===== config.mk =====
export PLATFORM = sky130hd
export DESIGN_NAME = priority_queue_select_remove_flat
export DESIGN_NICKNAME = d
export VERILOG_FILES = /design/src/hdl/pqsr_pkg.sv /design/src/hdl/pqsr_if.sv /design/src/hdl/priority_queue_select_remove.sv /design/src/hdl/pqsr_ram.sv /design/src/hdl/pqsr_ctrl.sv /design/src/flat_wrapper.sv
export SDC_FILE = /design/constraint.sdc
export NUM_CORES = 1
export LEC_CHECK = 0
export BUFFER_PORTS_ARGS = -buffer_cell sky130_fd_sc_hd__buf_2
export CORE_MARGIN = 1
export CORE_UTILIZATION = 40
export DETAILED_ROUTE_END_ITERATION = 8
export GPL_ROUTABILITY_DRIVEN = 0
export REMOVE_ABC_BUFFERS = 1
export SLEW_MARGIN = 20
export SYNTH_ARGS = -nofsm -noshare
export SYNTH_HDL_FRONTEND = slang
export SYNTH_HIERARCHICAL = 1
export SYNTH_SLANG_ARGS = --single-unit
export TNS_END_PERCENT = 20

===== constraint.sdc =====
create_clock -name clk -period 6.05 [get_ports clk]
set_clock_uncertainty 0.1 [all_clocks]
set_input_delay 0.9075 -clock clk [delete_from_list [all_inputs] [get_ports clk]]
set_output_delay 0.9075 -clock clk [all_outputs]
set_load 0.05 [all_outputs]

===== src/hdl/pqsr_pkg.sv =====
// Shared types, codes and constants of the priority queue block.
package pqsr_pkg;

	// Default sizing, handed to the top level parameters
	localparam int CAPACITY_DEF   = 16;
	localparam int DATA_WIDTH_DEF = 16;

	// Fixed field widths of the channel words
	localparam int CMD_W   = 2;
	localparam int PRIO_W  = 8;
	localparam int TAG_W   = 16;
	localparam int STAT_W  = 2;
	localparam int COUNT_W = 5;

	typedef enum logic [CMD_W-1:0] {
		CMD_ENQ     = 2'd0,
		CMD_LAST    = 2'd1,
		CMD_EXACT   = 2'd2,
		CMD_ATLEAST = 2'd3
	} cmd_t;

	typedef enum logic [STAT_W-1:0] {
		STAT_OK   = 2'd0,
		STAT_MISS = 2'd1,
		STAT_FULL = 2'd2
	} status_t;

	// Sequencer states
	typedef enum logic [2:0] {
		S_IDLE,
		S_INSERT,
		S_PLACE,
		S_SEARCH,
		S_CLOSE,
		S_RESULT
	} state_t;

	// Accepted request word, as seen by the sequencer
	typedef struct packed {
		cmd_t              command;
		logic [PRIO_W-1:0] prio;
		logic [TAG_W-1:0]  data;
	} item_t;

	// Finished response word
	typedef struct packed {
		status_t            status;
		logic [TAG_W-1:0]   data;
		logic [PRIO_W-1:0]  prio;
		logic [COUNT_W-1:0] count;
	} result_t;

endpackage


===== src/hdl/pqsr_if.sv =====
// Request and response channel interfaces of the priority queue block.
interface pqsr_req_if;
	logic                          valid;
	logic                          ready;
	logic [pqsr_pkg::CMD_W-1:0]    command;
	logic [pqsr_pkg::PRIO_W-1:0]   priority_req;
	logic [pqsr_pkg::TAG_W-1:0]    data_in;

	modport source (output valid, output command, output priority_req, output data_in,
		input ready);
	modport sink (input valid, input command, input priority_req, input data_in,
		output ready);
endinterface

interface pqsr_rsp_if;
	logic                          valid;
	logic                          ready;
	logic [pqsr_pkg::STAT_W-1:0]   status;
	logic [pqsr_pkg::TAG_W-1:0]    data_out;
	logic [pqsr_pkg::PRIO_W-1:0]   priority_out;
	logic [pqsr_pkg::COUNT_W-1:0]  count;

	modport source (output valid, output status, output data_out, output priority_out,
		output count, input ready);
	modport sink (input valid, input status, input data_out, input priority_out,
		input count, output ready);
endinterface


===== src/hdl/priority_queue_select_remove.sv =====
// Top level of the sorted-array priority queue with selective removal.
//
// Usage: one request word on req (command, priority_req, data_in) gives
// exactly one response word on rsp (status, data_out, priority_out, count).
// Commands: enqueue, remove last, remove oldest of an exact priority, and
// remove the hindmost entry of at least a priority. Entries stay sorted by
// descending priority; a new entry goes in front of equal priorities.
// Operation: the sequencer moves one entry per cycle through the store's single
// read and single write port. Enqueue moves every entry at or below the new
// priority up one place; a removal scans back to the match and then shifts
// later entries down; a removal with no match scans every entry. An enqueue
// to a full store and any request on an empty store answer without a scan.
// req.ready is high only while the sequencer is idle; the next word is taken
// no earlier than the edge at which the previous response can be taken, and
// the response register lets it be accepted while that response still waits.
// If rsp stalls, a finished response holds the sequencer until the register frees.
// Reset (arst_n low) empties the store at once; stored entries are not cleared.
module priority_queue_select_remove #(
	parameter int CAPACITY   = pqsr_pkg::CAPACITY_DEF,
	parameter int DATA_WIDTH = pqsr_pkg::DATA_WIDTH_DEF
) (
	input  logic        clk,
	input  logic        arst_n,
	pqsr_req_if.sink    req,
	pqsr_rsp_if.source  rsp
);

	localparam int AW = $clog2(CAPACITY);
	localparam int MW = pqsr_pkg::PRIO_W + DATA_WIDTH;

	logic              idle, start, done, res_free;
	pqsr_pkg::item_t   item;
	pqsr_pkg::result_t result, rsp_q;
	logic              rsp_valid_q;
	logic              mem_rd_en, mem_wr_en;
	logic [AW-1:0]     mem_rd_addr, mem_wr_addr;
	logic [MW-1:0]     mem_rd_data, mem_wr_data;

	// Request handshake
	assign req.ready    = idle;
	assign start        = req.valid & idle;
	assign item.command = pqsr_pkg::cmd_t'(req.command);
	assign item.prio    = req.priority_req;
	assign item.data    = req.data_in;

	pqsr_ctrl #(
		.CAPACITY   (CAPACITY),
		.DATA_WIDTH (DATA_WIDTH)
	) u_ctrl (
		.clk         (clk),
		.arst_n      (arst_n),
		.start       (start),
		.item        (item),
		.res_free    (res_free),
		.idle        (idle),
		.done        (done),
		.result      (result),
		.mem_rd_en   (mem_rd_en),
		.mem_rd_addr (mem_rd_addr),
		.mem_rd_data (mem_rd_data),
		.mem_wr_en   (mem_wr_en),
		.mem_wr_addr (mem_wr_addr),
		.mem_wr_data (mem_wr_data)
	);

	pqsr_ram #(
		.DEPTH (CAPACITY),
		.WIDTH (MW)
	) u_ram (
		.clk     (clk),
		.rd_en   (mem_rd_en),
		.rd_addr (mem_rd_addr),
		.rd_data (mem_rd_data),
		.wr_en   (mem_wr_en),
		.wr_addr (mem_wr_addr),
		.wr_data (mem_wr_data)
	);

	// Response register
	assign res_free = !rsp_valid_q || rsp.ready;

	always_ff @(posedge clk or negedge arst_n) begin
		if (!arst_n) begin
			rsp_valid_q <= 1'b0;
		end else if (res_free) begin
			rsp_valid_q <= done;
		end
	end

	always_ff @(posedge clk) begin
		if (done) begin
			rsp_q <= result;
		end
	end

	assign rsp.valid        = rsp_valid_q;
	assign rsp.status       = rsp_q.status;
	assign rsp.data_out     = rsp_q.data;
	assign rsp.priority_out = rsp_q.prio;
	assign rsp.count        = rsp_q.count;

endmodule


===== src/hdl/pqsr_ram.sv =====
// Entry store: one write port, one read port with registered read data.
module pqsr_ram #(
	parameter int DEPTH = pqsr_pkg::CAPACITY_DEF,
	parameter int WIDTH = pqsr_pkg::PRIO_W + pqsr_pkg::DATA_WIDTH_DEF
) (
	input  logic                     clk,
	input  logic                     rd_en,
	input  logic [$clog2(DEPTH)-1:0] rd_addr,
	output logic [WIDTH-1:0]         rd_data,
	input  logic                     wr_en,
	input  logic [$clog2(DEPTH)-1:0] wr_addr,
	input  logic [WIDTH-1:0]         wr_data
);

	logic [WIDTH-1:0] mem [DEPTH];
	logic [WIDTH-1:0] rd_data_q;

	// Write port
	always_ff @(posedge clk) begin
		if (wr_en) begin
			mem[wr_addr] <= wr_data;
		end
	end

	// Read port, data valid the cycle after the address
	always_ff @(posedge clk) begin
		if (rd_en) begin
			rd_data_q <= mem[rd_addr];
		end
	end

	assign rd_data = rd_data_q;

endmodule


===== src/hdl/pqsr_ctrl.sv =====
// Sequencer: walks the sorted store one entry a cycle to insert, find and close gaps.
module pqsr_ctrl #(
	parameter int CAPACITY   = pqsr_pkg::CAPACITY_DEF,
	parameter int DATA_WIDTH = pqsr_pkg::DATA_WIDTH_DEF
) (
	input  logic                                        clk,
	input  logic                                        arst_n,
	input  logic                                        start,
	input  pqsr_pkg::item_t                             item,
	input  logic                                        res_free,
	output logic                                        idle,
	output logic                                        done,
	output pqsr_pkg::result_t                           result,
	output logic                                        mem_rd_en,
	output logic [$clog2(CAPACITY)-1:0]                 mem_rd_addr,
	input  logic [pqsr_pkg::PRIO_W+DATA_WIDTH-1:0]      mem_rd_data,
	output logic                                        mem_wr_en,
	output logic [$clog2(CAPACITY)-1:0]                 mem_wr_addr,
	output logic [pqsr_pkg::PRIO_W+DATA_WIDTH-1:0]      mem_wr_data
);

	localparam int AW = $clog2(CAPACITY);
	localparam int CW = $clog2(CAPACITY + 1);
	localparam int PW = pqsr_pkg::PRIO_W;

	pqsr_pkg::state_t   state_q, state_d;
	logic [CW-1:0]      fill_q, fill_d;
	pqsr_pkg::cmd_t     cmd_q, cmd_d;
	logic [PW-1:0]      prio_q, prio_d;
	logic [DATA_WIDTH-1:0] data_q, data_d;
	logic [AW-1:0]      radr_q, radr_d;
	pqsr_pkg::status_t  stat_q, stat_d;
	logic [DATA_WIDTH-1:0] rdata_q, rdata_d;
	logic [PW-1:0]      rprio_q, rprio_d;

	logic [PW-1:0]         e_prio;
	logic [DATA_WIDTH-1:0] e_data;
	logic                  full, empty, e_gt, e_match, radr_zero, at_last;
	logic [AW-1:0]         last_addr;
	logic [DATA_WIDTH-1:0] new_data;

	// Shared compare unit on the entry just read
	assign e_prio    = mem_rd_data[PW+DATA_WIDTH-1:DATA_WIDTH];
	assign e_data    = mem_rd_data[DATA_WIDTH-1:0];
	assign e_gt      = e_prio > prio_q;
	always_comb begin
		case (cmd_q)
			pqsr_pkg::CMD_LAST:    e_match = 1'b1;
			pqsr_pkg::CMD_EXACT:   e_match = (e_prio == prio_q);
			pqsr_pkg::CMD_ATLEAST: e_match = (e_prio >= prio_q);
			default:               e_match = 1'b0;
		endcase
	end

	assign full      = (fill_q == CW'(CAPACITY));
	assign empty     = (fill_q == '0);
	assign last_addr = AW'(fill_q - CW'(1));
	assign radr_zero = (radr_q == '0);
	assign at_last   = (radr_q == last_addr);
	assign new_data  = DATA_WIDTH'(item.data);

	// Next state
	always_comb begin
		state_d = state_q;
		case (state_q)
			pqsr_pkg::S_IDLE: begin
				if (start) begin
					if (item.command == pqsr_pkg::CMD_ENQ) begin
						state_d = (full || empty) ? pqsr_pkg::S_RESULT : pqsr_pkg::S_INSERT;
					end else begin
						state_d = empty ? pqsr_pkg::S_RESULT : pqsr_pkg::S_SEARCH;
					end
				end
			end
			pqsr_pkg::S_INSERT: begin
				if (e_gt) begin
					state_d = pqsr_pkg::S_RESULT;
				end else if (radr_zero) begin
					state_d = pqsr_pkg::S_PLACE;
				end
			end
			pqsr_pkg::S_PLACE: state_d = pqsr_pkg::S_RESULT;
			pqsr_pkg::S_SEARCH: begin
				if (e_match) begin
					state_d = at_last ? pqsr_pkg::S_RESULT : pqsr_pkg::S_CLOSE;
				end else if (radr_zero) begin
					state_d = pqsr_pkg::S_RESULT;
				end
			end
			pqsr_pkg::S_CLOSE: begin
				if (at_last) begin
					state_d = pqsr_pkg::S_RESULT;
				end
			end
			pqsr_pkg::S_RESULT: begin
				if (res_free) begin
					state_d = pqsr_pkg::S_IDLE;
				end
			end
			default: state_d = pqsr_pkg::S_IDLE;
		endcase
	end

	// Datapath and store port control
	always_comb begin
		fill_d      = fill_q;
		cmd_d       = cmd_q;
		prio_d      = prio_q;
		data_d      = data_q;
		radr_d      = radr_q;
		stat_d      = stat_q;
		rdata_d     = rdata_q;
		rprio_d     = rprio_q;
		mem_rd_en   = 1'b0;
		mem_rd_addr = radr_q;
		mem_wr_en   = 1'b0;
		mem_wr_addr = radr_q;
		mem_wr_data = mem_rd_data;
		done        = 1'b0;
		case (state_q)
			pqsr_pkg::S_IDLE: begin
				if (start) begin
					cmd_d   = item.command;
					prio_d  = item.prio;
					data_d  = new_data;
					stat_d  = pqsr_pkg::STAT_OK;
					rdata_d = '0;
					rprio_d = '0;
					radr_d  = last_addr;
					if (item.command == pqsr_pkg::CMD_ENQ) begin
						if (full) begin
							stat_d = pqsr_pkg::STAT_FULL;
						end else if (empty) begin
							mem_wr_en   = 1'b1;
							mem_wr_addr = '0;
							mem_wr_data = {item.prio, new_data};
							fill_d      = fill_q + CW'(1);
						end else begin
							mem_rd_en   = 1'b1;
							mem_rd_addr = last_addr;
						end
					end else if (empty) begin
						stat_d = pqsr_pkg::STAT_MISS;
					end else begin
						mem_rd_en   = 1'b1;
						mem_rd_addr = last_addr;
					end
				end
			end
			pqsr_pkg::S_INSERT: begin
				// entry moves up one place unless it outranks the new word
				mem_wr_en   = 1'b1;
				mem_wr_addr = radr_q + AW'(1);
				if (e_gt) begin
					mem_wr_data = {prio_q, data_q};
					fill_d      = fill_q + CW'(1);
				end else if (!radr_zero) begin
					mem_rd_en   = 1'b1;
					mem_rd_addr = radr_q - AW'(1);
					radr_d      = radr_q - AW'(1);
				end
			end
			pqsr_pkg::S_PLACE: begin
				mem_wr_en   = 1'b1;
				mem_wr_addr = '0;
				mem_wr_data = {prio_q, data_q};
				fill_d      = fill_q + CW'(1);
			end
			pqsr_pkg::S_SEARCH: begin
				// scan from the back for the hindmost match
				if (e_match) begin
					rdata_d = e_data;
					rprio_d = e_prio;
					if (at_last) begin
						fill_d = fill_q - CW'(1);
					end else begin
						mem_rd_en   = 1'b1;
						mem_rd_addr = radr_q + AW'(1);
						radr_d      = radr_q + AW'(1);
					end
				end else if (radr_zero) begin
					stat_d = pqsr_pkg::STAT_MISS;
				end else begin
					mem_rd_en   = 1'b1;
					mem_rd_addr = radr_q - AW'(1);
					radr_d      = radr_q - AW'(1);
				end
			end
			pqsr_pkg::S_CLOSE: begin
				// later entries move down one place
				mem_wr_en   = 1'b1;
				mem_wr_addr = radr_q - AW'(1);
				if (at_last) begin
					fill_d = fill_q - CW'(1);
				end else begin
					mem_rd_en   = 1'b1;
					mem_rd_addr = radr_q + AW'(1);
					radr_d      = radr_q + AW'(1);
				end
			end
			pqsr_pkg::S_RESULT: done = res_free;
			default: ;
		endcase
	end

	always_ff @(posedge clk or negedge arst_n) begin
		if (!arst_n) begin
			state_q <= pqsr_pkg::S_IDLE;
			fill_q  <= '0;
		end else begin
			state_q <= state_d;
			fill_q  <= fill_d;
		end
	end

	// Payload registers
	always_ff @(posedge clk) begin
		cmd_q   <= cmd_d;
		prio_q  <= prio_d;
		data_q  <= data_d;
		radr_q  <= radr_d;
		stat_q  <= stat_d;
		rdata_q <= rdata_d;
		rprio_q <= rprio_d;
	end

	assign idle          = (state_q == pqsr_pkg::S_IDLE);
	assign result.status = stat_q;
	assign result.data   = pqsr_pkg::TAG_W'(rdata_q);
	assign result.prio   = rprio_q;
	assign result.count  = pqsr_pkg::COUNT_W'(fill_q);

	// Checks
	a_fill_bound: assert property (@(posedge clk) disable iff (!arst_n)
		fill_q <= CW'(CAPACITY))
		else $error("fill count above capacity");

	a_wr_state: assert property (@(posedge clk) disable iff (!arst_n)
		mem_wr_en |-> (state_q == pqsr_pkg::S_IDLE && start) || state_q == pqsr_pkg::S_INSERT
			|| state_q == pqsr_pkg::S_PLACE || state_q == pqsr_pkg::S_CLOSE)
		else $error("store written outside an update step");

	a_full_stat: assert property (@(posedge clk) disable iff (!arst_n)
		done && stat_q == pqsr_pkg::STAT_FULL |-> full)
		else $error("full reported with room left");

	a_remove_room: assert property (@(posedge clk) disable iff (!arst_n)
		done && stat_q == pqsr_pkg::STAT_OK && cmd_q != pqsr_pkg::CMD_ENQ |-> !full)
		else $error("removal left the store full");

	a_fill_hold: assert property (@(posedge clk) disable iff (!arst_n)
		state_q == pqsr_pkg::S_RESULT |=> $stable(fill_q))
		else $error("fill count moved while result waits");

endmodule

===== src/flat_wrapper.sv =====
// flat-port wrapper written by rule: the top's interface ports become plain ports
module priority_queue_select_remove_flat 
#(
	parameter int CAPACITY   = pqsr_pkg::CAPACITY_DEF,
	parameter int DATA_WIDTH = pqsr_pkg::DATA_WIDTH_DEF
)
  (clk, arst_n, req_valid, req_command, req_priority_req, req_data_in, req_ready, rsp_valid, rsp_status, rsp_data_out, rsp_priority_out, rsp_count, rsp_ready);
  pqsr_req_if req_i ();
  pqsr_rsp_if rsp_i ();
  input  logic clk;
  input  logic arst_n;
  input wire logic [$bits(req_i.valid)-1:0] req_valid;
  input wire logic [$bits(req_i.command)-1:0] req_command;
  input wire logic [$bits(req_i.priority_req)-1:0] req_priority_req;
  input wire logic [$bits(req_i.data_in)-1:0] req_data_in;
  output wire logic [$bits(req_i.ready)-1:0] req_ready;
  output wire logic [$bits(rsp_i.valid)-1:0] rsp_valid;
  output wire logic [$bits(rsp_i.status)-1:0] rsp_status;
  output wire logic [$bits(rsp_i.data_out)-1:0] rsp_data_out;
  output wire logic [$bits(rsp_i.priority_out)-1:0] rsp_priority_out;
  output wire logic [$bits(rsp_i.count)-1:0] rsp_count;
  input wire logic [$bits(rsp_i.ready)-1:0] rsp_ready;
  assign req_i.valid = req_valid;
  assign req_i.command = req_command;
  assign req_i.priority_req = req_priority_req;
  assign req_i.data_in = req_data_in;
  assign req_ready = req_i.ready;
  assign rsp_valid = rsp_i.valid;
  assign rsp_status = rsp_i.status;
  assign rsp_data_out = rsp_i.data_out;
  assign rsp_priority_out = rsp_i.priority_out;
  assign rsp_count = rsp_i.count;
  assign rsp_i.ready = rsp_ready;
  priority_queue_select_remove #(.CAPACITY(CAPACITY), .DATA_WIDTH(DATA_WIDTH)) u_core (.clk(clk), .arst_n(arst_n), .req(req_i), .rsp(rsp_i));
endmodule

==> run_results.csv, run 1 <==
group,metric,value,unit
cts,cts_resized,0,
sta,period_share,80.24,%
setup_path,cp-start-kind,"register",
setup_path,crit_arrival,5.03,ns
setup_path,critPathKind,"register to register",
detailed_routing,vias_per_cell,5.741,
detailed_routing,postRouteAntennaNets,0,
floorplanning,pin_count,63,
placement,post-place-ws,1.279,ns
setup_path,worstPathBufferInverterCount,2,
floorplanning,start_util,40.78,%
global_routing,antenna_found_initial,1,
setup_path,r2r_start,"u_core/u_ctrl/state_q[0]$_DFFE_PN0P_",
finish,multiInputGateArea,0.004742,mm^2
finish,layout-drive-gt1-share,25.19,%
global_routing,grt_max_degree,51,
placement,placed_area,0.02136,mm^2
cts,cts_root_buf,"clkbuf_16",
sta,tns,0,ns
floorplanning,die_w,225.8,um
setup_path,critPathLaunch,"u_core/u_ctrl/state_q[0]$_DFFE_PN0P_",
global_routing,grt_pass1_vias,10520,
cts,clk_pin_slew,0.06,ns
synthesis,ys_warn_count,6,
sta,relSlewSlack,26.50,%
cts,worst_skew_pair.late_latency,0.60,ns
global_routing,overflow,0,
detailed_routing,drt_iter0_markers,988,
sta,post-route-min-period,4.855,ns
detailed_routing,drc_errors,0,
cts,htreeDepth,2,
sta,final-setup-viol-count,0,
sta,slew_viol_final,0,
global_routing,grt_pass1_wl,71580,um
cts,post_cts_buffers,0,
sta,max_freq,0.2060,GHz
setup_path,crit_fanout,16,
synthesis,synth-edff-count,495,
finish,n_antenna_cell,0,
global_routing,grtUsageTotal,19.71,%
setup_path,crit_family,"simple AND/OR/NAND/NOR gates",
cts,ctsLongestPathBuffers,3,
placement,portBuffers,62,
synthesis,yosysSeqAreaShare,75.29,%
sta,tightest_slew,1.100,ns
synthesis,netlist_instances,1055,
sta,grt_setup_unrepaired,"false",
setup_path,r2r_slack,1.20,ns
setup_path,reg2reg_to,"u_core/u_ram/mem[7][13]$_DFFE_PP_",
floorplanning,dieHeight,225.8,um
sta,hold_slack,0.06495,ns
cts,cts_buffers,52,
finish,seq_area,0.01509,mm^2
status,status,"complete, no violations",
floorplanning,num_rows,81,
synthesis,async_flop_share,1.786,%
detailed_routing,wl,49280,um
setup_path,slowest_stage,"dfrtp_1",
placement,hpwlAfterDp,27140,um
finish,final_cell_area,0.02310,mm^2
floorplanning,die_area,0.05101,mm^2
setup_path,cp.required,6.23,ns
synthesis,syn_area_per_cell,19.00,um^2
cts,cts_hold_buf,0,
sta,hold_violations,0,
cts,cts_tree,"yes",
synthesis,synth-seq-cells,504,
detailed_routing,dr.pass1.iters,5,
detailed_routing,num_vias,10650,
synthesis,ys.flop_type,"edfxtp_1",
detailed_routing,post_drt_wl_per_cell,26.56,um
cts,clock_sinks,504,
finish,fillers,4109,
setup_path,slowest_delay,0.75,ns
sta,setup_ws,1.195,ns
floorplanning,core_area,0.04915,mm^2
job,maxCapViolations,0,
finish,syn_to_final_growth,15.26,%
synthesis,synth.distinct_cells,56,
finish,final_nets,1191,
setup_path,reg2reg_depth,10,
synthesis,synth_area,0.02004,mm^2
setup_path,path_cells,"nor2_1, nand2_1, inv_1, and2_1, a31oi_1, nor2_1, o22ai_1, nand2_1, nor2_4, buf_4",
hold_path,min_path_type,"primary input to asynchronous set/reset pin",
setup_path,end_kind,"register",
-- through the flow --
stage / util, % / cells
after floorplan: - / 997
after global placement: 43.45 / 1758
after detailed placement: 43.45 / 1758
after CTS: 46.94 / 1854
after global routing: 47.00 / 1855
final: 47.00 / 1855
-- metal layers --
| layer | vias to the layer above | share of wire [%] | GRT usage, % |
|---|---|---|---|
| met5 | - | 0 | 0 |
| met3 | 88 | 7.9 | 3.968 |
| met4 | 0 | 2.8 | 6.210 |
| met1 | 5563 | 43 | 28.33 |
| met2 | 491 | 46 | 30.16 |
| li1 | 4507 | - | - |
-- state kept, by name, indices dropped and copies added (netlist names) --
name,count
u_core/u_ctrl/state_q,3
u_core/u_ctrl/stat_q,2
u_core/u_ram/mem,384
u_core/u_ctrl/data_q,16
u_core/u_ram/rd_data,24
u_core/rsp.valid,1
u_core/u_ctrl/prio_q,8
u_core/u_ctrl/cmd_q,2
u_core/rsp.status,2
u_core/u_ctrl/fill_q,5
u_core/u_ctrl/rdata_q,16
u_core/rsp.data_out,16
u_core/u_ctrl/radr_q,4
u_core/rsp.priority_out,8
u_core/u_ctrl/rprio_q,8
u_core/rsp.count,5
-- how the worst max path moves through the flow --
stage / depth (start not counted) / end / slack (ns)
finish: 10 / u_core/u_ram/mem[7][13]$_DFFE_PP_ / 1.20
global route: 10 / u_core/u_ram/mem[7][13]$_DFFE_PP_ / 0.96
CTS: 10 / u_core/u_ram/mem[7][13]$_DFFE_PP_ / 1.28
detailed placement: 10 / u_core/u_ram/mem[7][4]$_DFFE_PP_ / 1.28
global placement: 10 / u_core/u_ram/mem[1][5]$_DFFE_PP_ / 1.41
floorplan: 11 / u_core/u_ram/rd_data[0]$_DFFE_PP_ / -5.90
-- cells in the mapped netlist, types with 2 or more instances --
cell	instances	area share, %
a211oi_1	4	0.15
a21o_1	2	0.075
a21oi_1	26	0.65
a221o_1	24	1.2
a221oi_1	3	0.13
a22oi_1	51	1.9
a31oi_1	5	0.16
and2_1	27	0.84
and3_1	27	0.84
buf_2	18	0.45
buf_6	6	0.34
clkbuf_1	34	0.64
dfrtp_1	9	1.1
edfxtp_1	495	74
ha_1	12	0.75
inv_1	20	0.37
mux2i_1	4	0.20
mux4_2	96	11
nand2_1	55	1.0
nand2b_1	4	0.12
nand3_1	5	0.12
nand3b_1	2	0.075
nand4_1	3	0.094
nor2_1	40	0.75
nor2b_1	3	0.094
nor3_1	16	0.40
nor3b_1	2	0.075
o21a_1	2	0.075
o21ai_0	16	0.40
o21ai_1	2	0.050
o22ai_1	5	0.16
o31ai_1	4	0.15
or3b_2	2	0.087
xnor2_1	7	0.31
xor2_1	3	0.13
-- cell usage in the layout (no fill, tap or decap), drive strengths merged, types with 4 or more instances in the layout --
| cell | synthesis | routed |
|---|---|---|
| and3 | 27 | 27 |
| nand3 | 5 | 5 |
| a22oi | 51 | 51 |
| nand2 | 55 | 55 |
| o22ai | 5 | 5 |
| ha | 12 | 12 |
| clkbuf | 34 | 57 |
| o31ai | 4 | 4 |
| nor2 | 40 | 40 |
| a211oi | 4 | 4 |
| mux4 | 96 | 96 |
| dfrtp | 9 | 9 |
| bufinv | 0 | 6 |
| a21oi | 27 | 27 |
| clkinv | 0 | 29 |
| and2 | 27 | 27 |
| xnor2 | 7 | 7 |
| nand2b | 6 | 6 |
| a221o | 24 | 24 |
| buf | 24 | 98 |
| o21ai | 18 | 18 |
| edfxtp | 495 | 495 |
| mux2i | 4 | 4 |
| a31oi | 5 | 5 |
| nor3 | 17 | 17 |
| inv | 20 | 22 |
-- area by class of cell --
cell class	instances	share of cell area, %
Timing Repair Buffer	98	2.816
Tap cell	664	3.596
Sequential cell	504	65.32
Clock inverter	39	1.614
Multi-Input combinational cell	473	20.53
Clock buffer	57	5.806
Inverter	20	0.3250
-- cells by family (layout without fill, tap and decap cells) --
logic type                 Yosys count  after routing  share of synthesized area (%)
DFF                                504            504                          75.29
adders and majority gates           12             12                         0.7491
xor gates and xnor gates            12             12                         0.6680
muxes                              100            100                          10.99
AOI/OAI and AO/OA                  154            154                          5.519
buffers and inverters               78            214                          1.798
and+or+nand+nor                    195            195                          4.994
Power of run 1 is left out: the tool's default activity adds up to more than one toggle a clock period on the data nets, which glitch-free logic cannot reach.
==> inputs of run 2 (changes only) <==
- clock period: 6.05 -> 4.7 ns (I/O delays scaled with it)
==> run_results.csv, run 2 (synthesized netlist as in run 1, its figures left out) <==
group,metric,value,unit
setup_path,cp-start-kind,"register",
placement,place_inst,1782,
finish,regMostFlops,"u_core/u_ram/mem",
setup_path,crit_arrival,4.57,ns
sta,grt_setup_unrepaired,"false",
cts,cts_buffers,52,
finish,layout_commonest_cell,"edfxtp_1",
cts,ctsLongestPathBuffers,3,
floorplanning,die_w,225.8,um
finish,layout_common_cells,"edfxtp_1 (495), mux4_2 (96), buf_2 (62)",
setup_path,reg2reg_to,"u_core/u_ram/rd_data[15]$_DFFE_PP_",
sta,relSlewSlack,28.29,%
finish,layout-drive-gt1-share,26.32,%
global_routing,grt_pass1_wl,70320,um
floorplanning,start_util,40.78,%
cts,clk_pin_slew,0.06,ns
cts,worst_skew_pair.late_latency,0.61,ns
detailed_routing,drt_iter0_markers,1299,
hold_path,min_delay_path_depth,1,
detailed_routing,num_vias,10620,
finish,n_antenna_cell,0,
global_routing,grtUsageTotal,19.46,%
finish,seq_area,0.01509,mm^2
sta,max_freq,0.2310,GHz
cts,htreeDepth,2,
placement,hpwlAfterDp,27170,um
setup_path,r2r_slack,0.37,ns
floorplanning,core_area,0.04915,mm^2
sta,final-setup-viol-count,0,
sta,hold_violations,0,
finish,layoutNonFillerInstCount,1880,
finish,fillers,4076,
detailed_routing,vias_per_cell,5.648,
detailed_routing,postRouteAntennaNets,0,
job,maxCapViolations,0,
setup_path,critPathKind,"register to register",
finish,multiInputGateArea,0.004740,mm^2
cts,clock_sinks,504,
sta,post-route-min-period,4.330,ns
setup_path,reg2reg_depth,13,
sta,slew_viol_final,0,
cts,post_cts_buffers,0,
hold_path,min_from,"req_data_in[0]",
finish,largest_register_ffs,384,
sta,period_share,92.12,%
setup_path,cp.required,4.94,ns
hold_path,min_to,"u_core/u_ctrl/data_q[0]$_DFFE_PP_",
detailed_routing,dr.pass1.iters,5,
global_routing,antenna_found_initial,2,
detailed_routing,post_drt_wl_per_cell,25.73,um
detailed_routing,drc_errors,0,
cts,cts_root_buf,"clkbuf_16",
setup_path,r2r_start,"u_core/u_ram/rd_data[22]$_DFFE_PP_",
placement,portBuffers,62,
floorplanning,die_area,0.05101,mm^2
detailed_routing,wl,48360,um
setup_path,end_kind,"register",
setup_path,crit_fanout,96,
finish,final_nets,1216,
floorplanning,pin_count,63,
global_routing,grt_pass1_vias,10460,
sta,tightest_slew,1.076,ns
floorplanning,dieHeight,225.8,um
global_routing,overflow,0,
status,status,"complete, no violations",
finish,syn_to_final_growth,16.32,%
cts,cts_tree,"yes",
global_routing,grt_max_degree,97,
floorplanning,num_rows,81,
hold_path,min_path_type,"primary input to register",
## run 2: repair_timing
| item | CTS | global route |
|---|---|---|
| resized for setup | 0 | 1 |
| endpoints found under the setup margin | 0 | 1 |
| hold buffers | 1 | 0 |
| hold endpoints to repair | 9 | 0 |
## run 2: through the flow
| step | cell area, um^2 | TNS [ns] | util [%] | worst slack (ns) | hold slack, ns |
|---|---|---|---|---|---|
| detailed placement | 21650 | 0 | 44.05 | 0.3174 | 0.3045 |
| global placement | 21630 | 0 | 44.00 | 0.4524 | 0.3012 |
| CTS | 23280 | 0 | 47.36 | 0.2985 | 0.1421 |
| global route | 23310 | 0 | 47.43 | 0.1072 | 0.1712 |
| finish | 23310 | 0 | 47.43 | 0.3703 | 0.1828 |
| floorplan | 19760 | -184.00 | - | -7.253 | 0.3003 |
## run 2: final cells by class
class,count,share of cell area [%]
Clock inverter,36,1.229
Tap cell,664,3.564
Clock buffer,60,5.710
Multi-Input combinational cell,473,20.33
Inverter,20,0.3220
Sequential cell,504,64.72
Timing Repair Buffer,123,4.122
## run 2: per-layer routing
layer / part of all wire [%] / track usage, % / routed length (um)
met1: 43 / 28.00 / 21010
met3: 7.2 / 3.461 / 3490
met2: 46 / 29.83 / 22450
met5: 0 / 0 / 0
met4: 2.9 / 6.781 / 1410
## run 2: worst max path at each step
stage	slack, ns	end	cells after the start	start
2_1_floorplan	-7.25	u_core/u_ram/rd_data[0]$_DFFE_PP_	11	u_core/u_ram/rd_data[21]$_DFFE_PP_
3_3_place_gp	0.45	u_core/u_ram/rd_data[14]$_DFFE_PP_	13	u_core/u_ram/rd_data[21]$_DFFE_PP_
3_5_place_dp	0.32	u_core/u_ram/rd_data[14]$_DFFE_PP_	13	u_core/u_ram/rd_data[19]$_DFFE_PP_
4_1_cts	0.30	u_core/u_ram/rd_data[14]$_DFFE_PP_	13	u_core/u_ram/rd_data[19]$_DFFE_PP_
5_1_grt	0.11	u_core/u_ram/rd_data[14]$_DFFE_PP_	13	u_core/u_ram/rd_data[22]$_DFFE_PP_
6_report	0.37	u_core/u_ram/rd_data[15]$_DFFE_PP_	13	u_core/u_ram/rd_data[22]$_DFFE_PP_
## run 2: worst max-delay path: stages, from the launching register on
cell and delay [ns]:
edfxtp_1 0.53, ha_1 0.38, nand4_1 0.16, a211oi_1 0.34
nor3_1 0.11, o21ai_0 0.52, a21oi_1 0.20, buf_4 0.19
mux2i_1 0.30, o221ai_4 0.18, buf_12 0.32, mux4_2 0.36
a22oi_1 0.23, nand2_1 0.10
Power of run 2 is left out for the same reason.
==> inputs of run 3 (changes only) <==
- BUFFER_PORTS_ARGS: -buffer_cell sky130_fd_sc_hd__buf_2 -> not set
- DONT_BUFFER_PORTS: not set -> 1
- PLACE_DENSITY: not set -> 0.55
==> run_results.csv, run 3 (synthesized netlist as in run 1, its figures left out) <==
group,metric,value,unit
status,status,"complete, no violations",
floorplanning,core_area,0.04915,mm^2
finish,largest_register_ffs,384,
cts,post_cts_buffers,0,
setup_path,crit_fanout,16,
detailed_routing,drc_errors,0,
global_routing,grtUsageTotal,19.89,%
setup_path,slowest_delay,0.73,ns
global_routing,antenna_found_initial,2,
setup_path,slowest_stage,"dfrtp_1",
detailed_routing,postRouteAntennaNets,0,
sta,slew_viol_final,0,
cts,ctsLongestPathBuffers,3,
detailed_routing,vias_per_cell,5.778,
floorplanning,die_area,0.05101,mm^2
global_routing,grt_max_degree,97,
job,maxCapViolations,0,
setup_path,crit_family,"simple AND/OR/NAND/NOR gates",
placement,place_inst,1703,
global_routing,grt_pass1_vias,10360,
sta,hold_violations,0,
hold_path,min_delay_path_depth,0,
finish,final_cell_area,0.02269,mm^2
detailed_routing,drt_iter0_markers,1054,
placement,placed_area,0.02113,mm^2
detailed_routing,wl,49290,um
detailed_routing,post_drt_wl_per_cell,27.37,um
finish,regMostFlops,"u_core/u_ram/mem",
sta,grt_setup_unrepaired,"false",
hold_path,min_path_type,"primary input to register",
floorplanning,pin_count,63,
cts,clk_pin_slew,0.06,ns
sta,post-route-min-period,4.334,ns
setup_path,cp-start-kind,"register",
cts,cts_buffers,52,
cts,clock_sinks,504,
sta,final-setup-viol-count,0,
detailed_routing,dr.pass1.iters,5,
setup_path,cp.required,4.89,ns
setup_path,r2r_slack,0.37,ns
setup_path,crit_cells,10,
global_routing,overflow,0,
cts,cts_root_buf,"clkbuf_16",
floorplanning,die_w,225.8,um
sta,max_freq,0.2307,GHz
floorplanning,start_util,40.78,%
setup_path,worstPathBufferInverterCount,2,
cts,worst_skew_pair.late_latency,0.59,ns
placement,portBuffers,0,
finish,syn_to_final_growth,13.20,%
setup_path,reg2reg_depth,10,
finish,final_nets,1136,
placement,post-place-ws,0.3381,ns
floorplanning,num_rows,81,
finish,layout_commonest_cell,"edfxtp_1",
setup_path,critPathKind,"register to register",
finish,layoutNonFillerInstCount,1801,
sta,period_share,92.22,%
setup_path,crit_arrival,4.52,ns
detailed_routing,num_vias,10410,
global_routing,grt_pass1_wl,71670,um
setup_path,path_cells,"nor2_1, nand2_1, inv_1, and2_1, a31oi_1, nor2_1, o22ai_1, nand2_1, nor2_4, buf_12",
sta,tns,0,ns
placement,hpwlAfterDp,25710,um
sta,setup_ws,0.3659,ns
cts,htreeDepth,2,
cts,cts_tree,"yes",
sta,relSlewSlack,35.20,%
floorplanning,dieHeight,225.8,um
finish,layout_common_cells,"edfxtp_1 (495), mux4_2 (96), nand2_1 (55)",
finish,layout-drive-gt1-share,20.95,%
sta,tightest_slew,0.9719,ns
setup_path,end_kind,"register",
-- run 3: cell type report --
type / count / area (um^2)
tap: 664 / 830.8
inverter: 20 / 75.07
clock buffer: 62 / 1360
antenna: 1 / 2.502
multi-input combinational: 473 / 4745
clock inverter: 34 / 172.7
sequential: 504 / 15090
fill: 4094 / 26470
timing repair buffer: 43 / 412.9
-- run 3: layer usage --
metal | routed length, um | global-route usage (%) | up-vias
li1 | - | - | 4396
met1 | 21310 | 28.39 | 5467
met2 | 22880 | 31.03 | 455
met3 | 3676 | 3.604 | 88
met4 | 1433 | 6.188 | 0
met5 | 0 | 0 | -
-- run 3: path summary, 6_finish.rpt --
path                                                         from                                  end
setup / recovery             u_core/u_ctrl/state_q[0]$_DFFE_PN0P_     u_core/u_ram/mem[7][0]$_DFFE_PP_
hold reg to reg            u_core/u_ctrl/rdata_q[6]$_SDFFCE_PN0P_     u_core/rsp.data_out[6]$_DFFE_PP_
min in group asynchronous                                  arst_n  u_core/u_ctrl/fill_q[1]$_DFFE_PN0P_
setup reg to reg             u_core/u_ctrl/state_q[0]$_DFFE_PN0P_     u_core/u_ram/mem[7][0]$_DFFE_PP_
max in group asynchronous                                  arst_n  u_core/u_ctrl/fill_q[2]$_DFFE_PN0P_
hold / removal                                req_priority_req[1]    u_core/u_ctrl/prio_q[1]$_DFFE_PP_
-- run 3: what timing repair did --
item / CTS / global route
resized for setup: 0 / 2
hold buffers: 1 / 0
endpoints found under the setup margin: 0 / 4
hold endpoints to repair: 9 / 0
-- run 3: stage by stage --
stage / util, % / hold WS [ns]
2_1_floorplan: - / 0.3003
4_1_cts: 46.13 / 0.07597
3_3_place_gp: 42.99 / 0.3032
5_1_grt: 46.15 / 0.07484
3_5_place_dp: 42.99 / 0.3054
6_report: 46.16 / 0.1038
Power of run 3 is left out for the same reason.
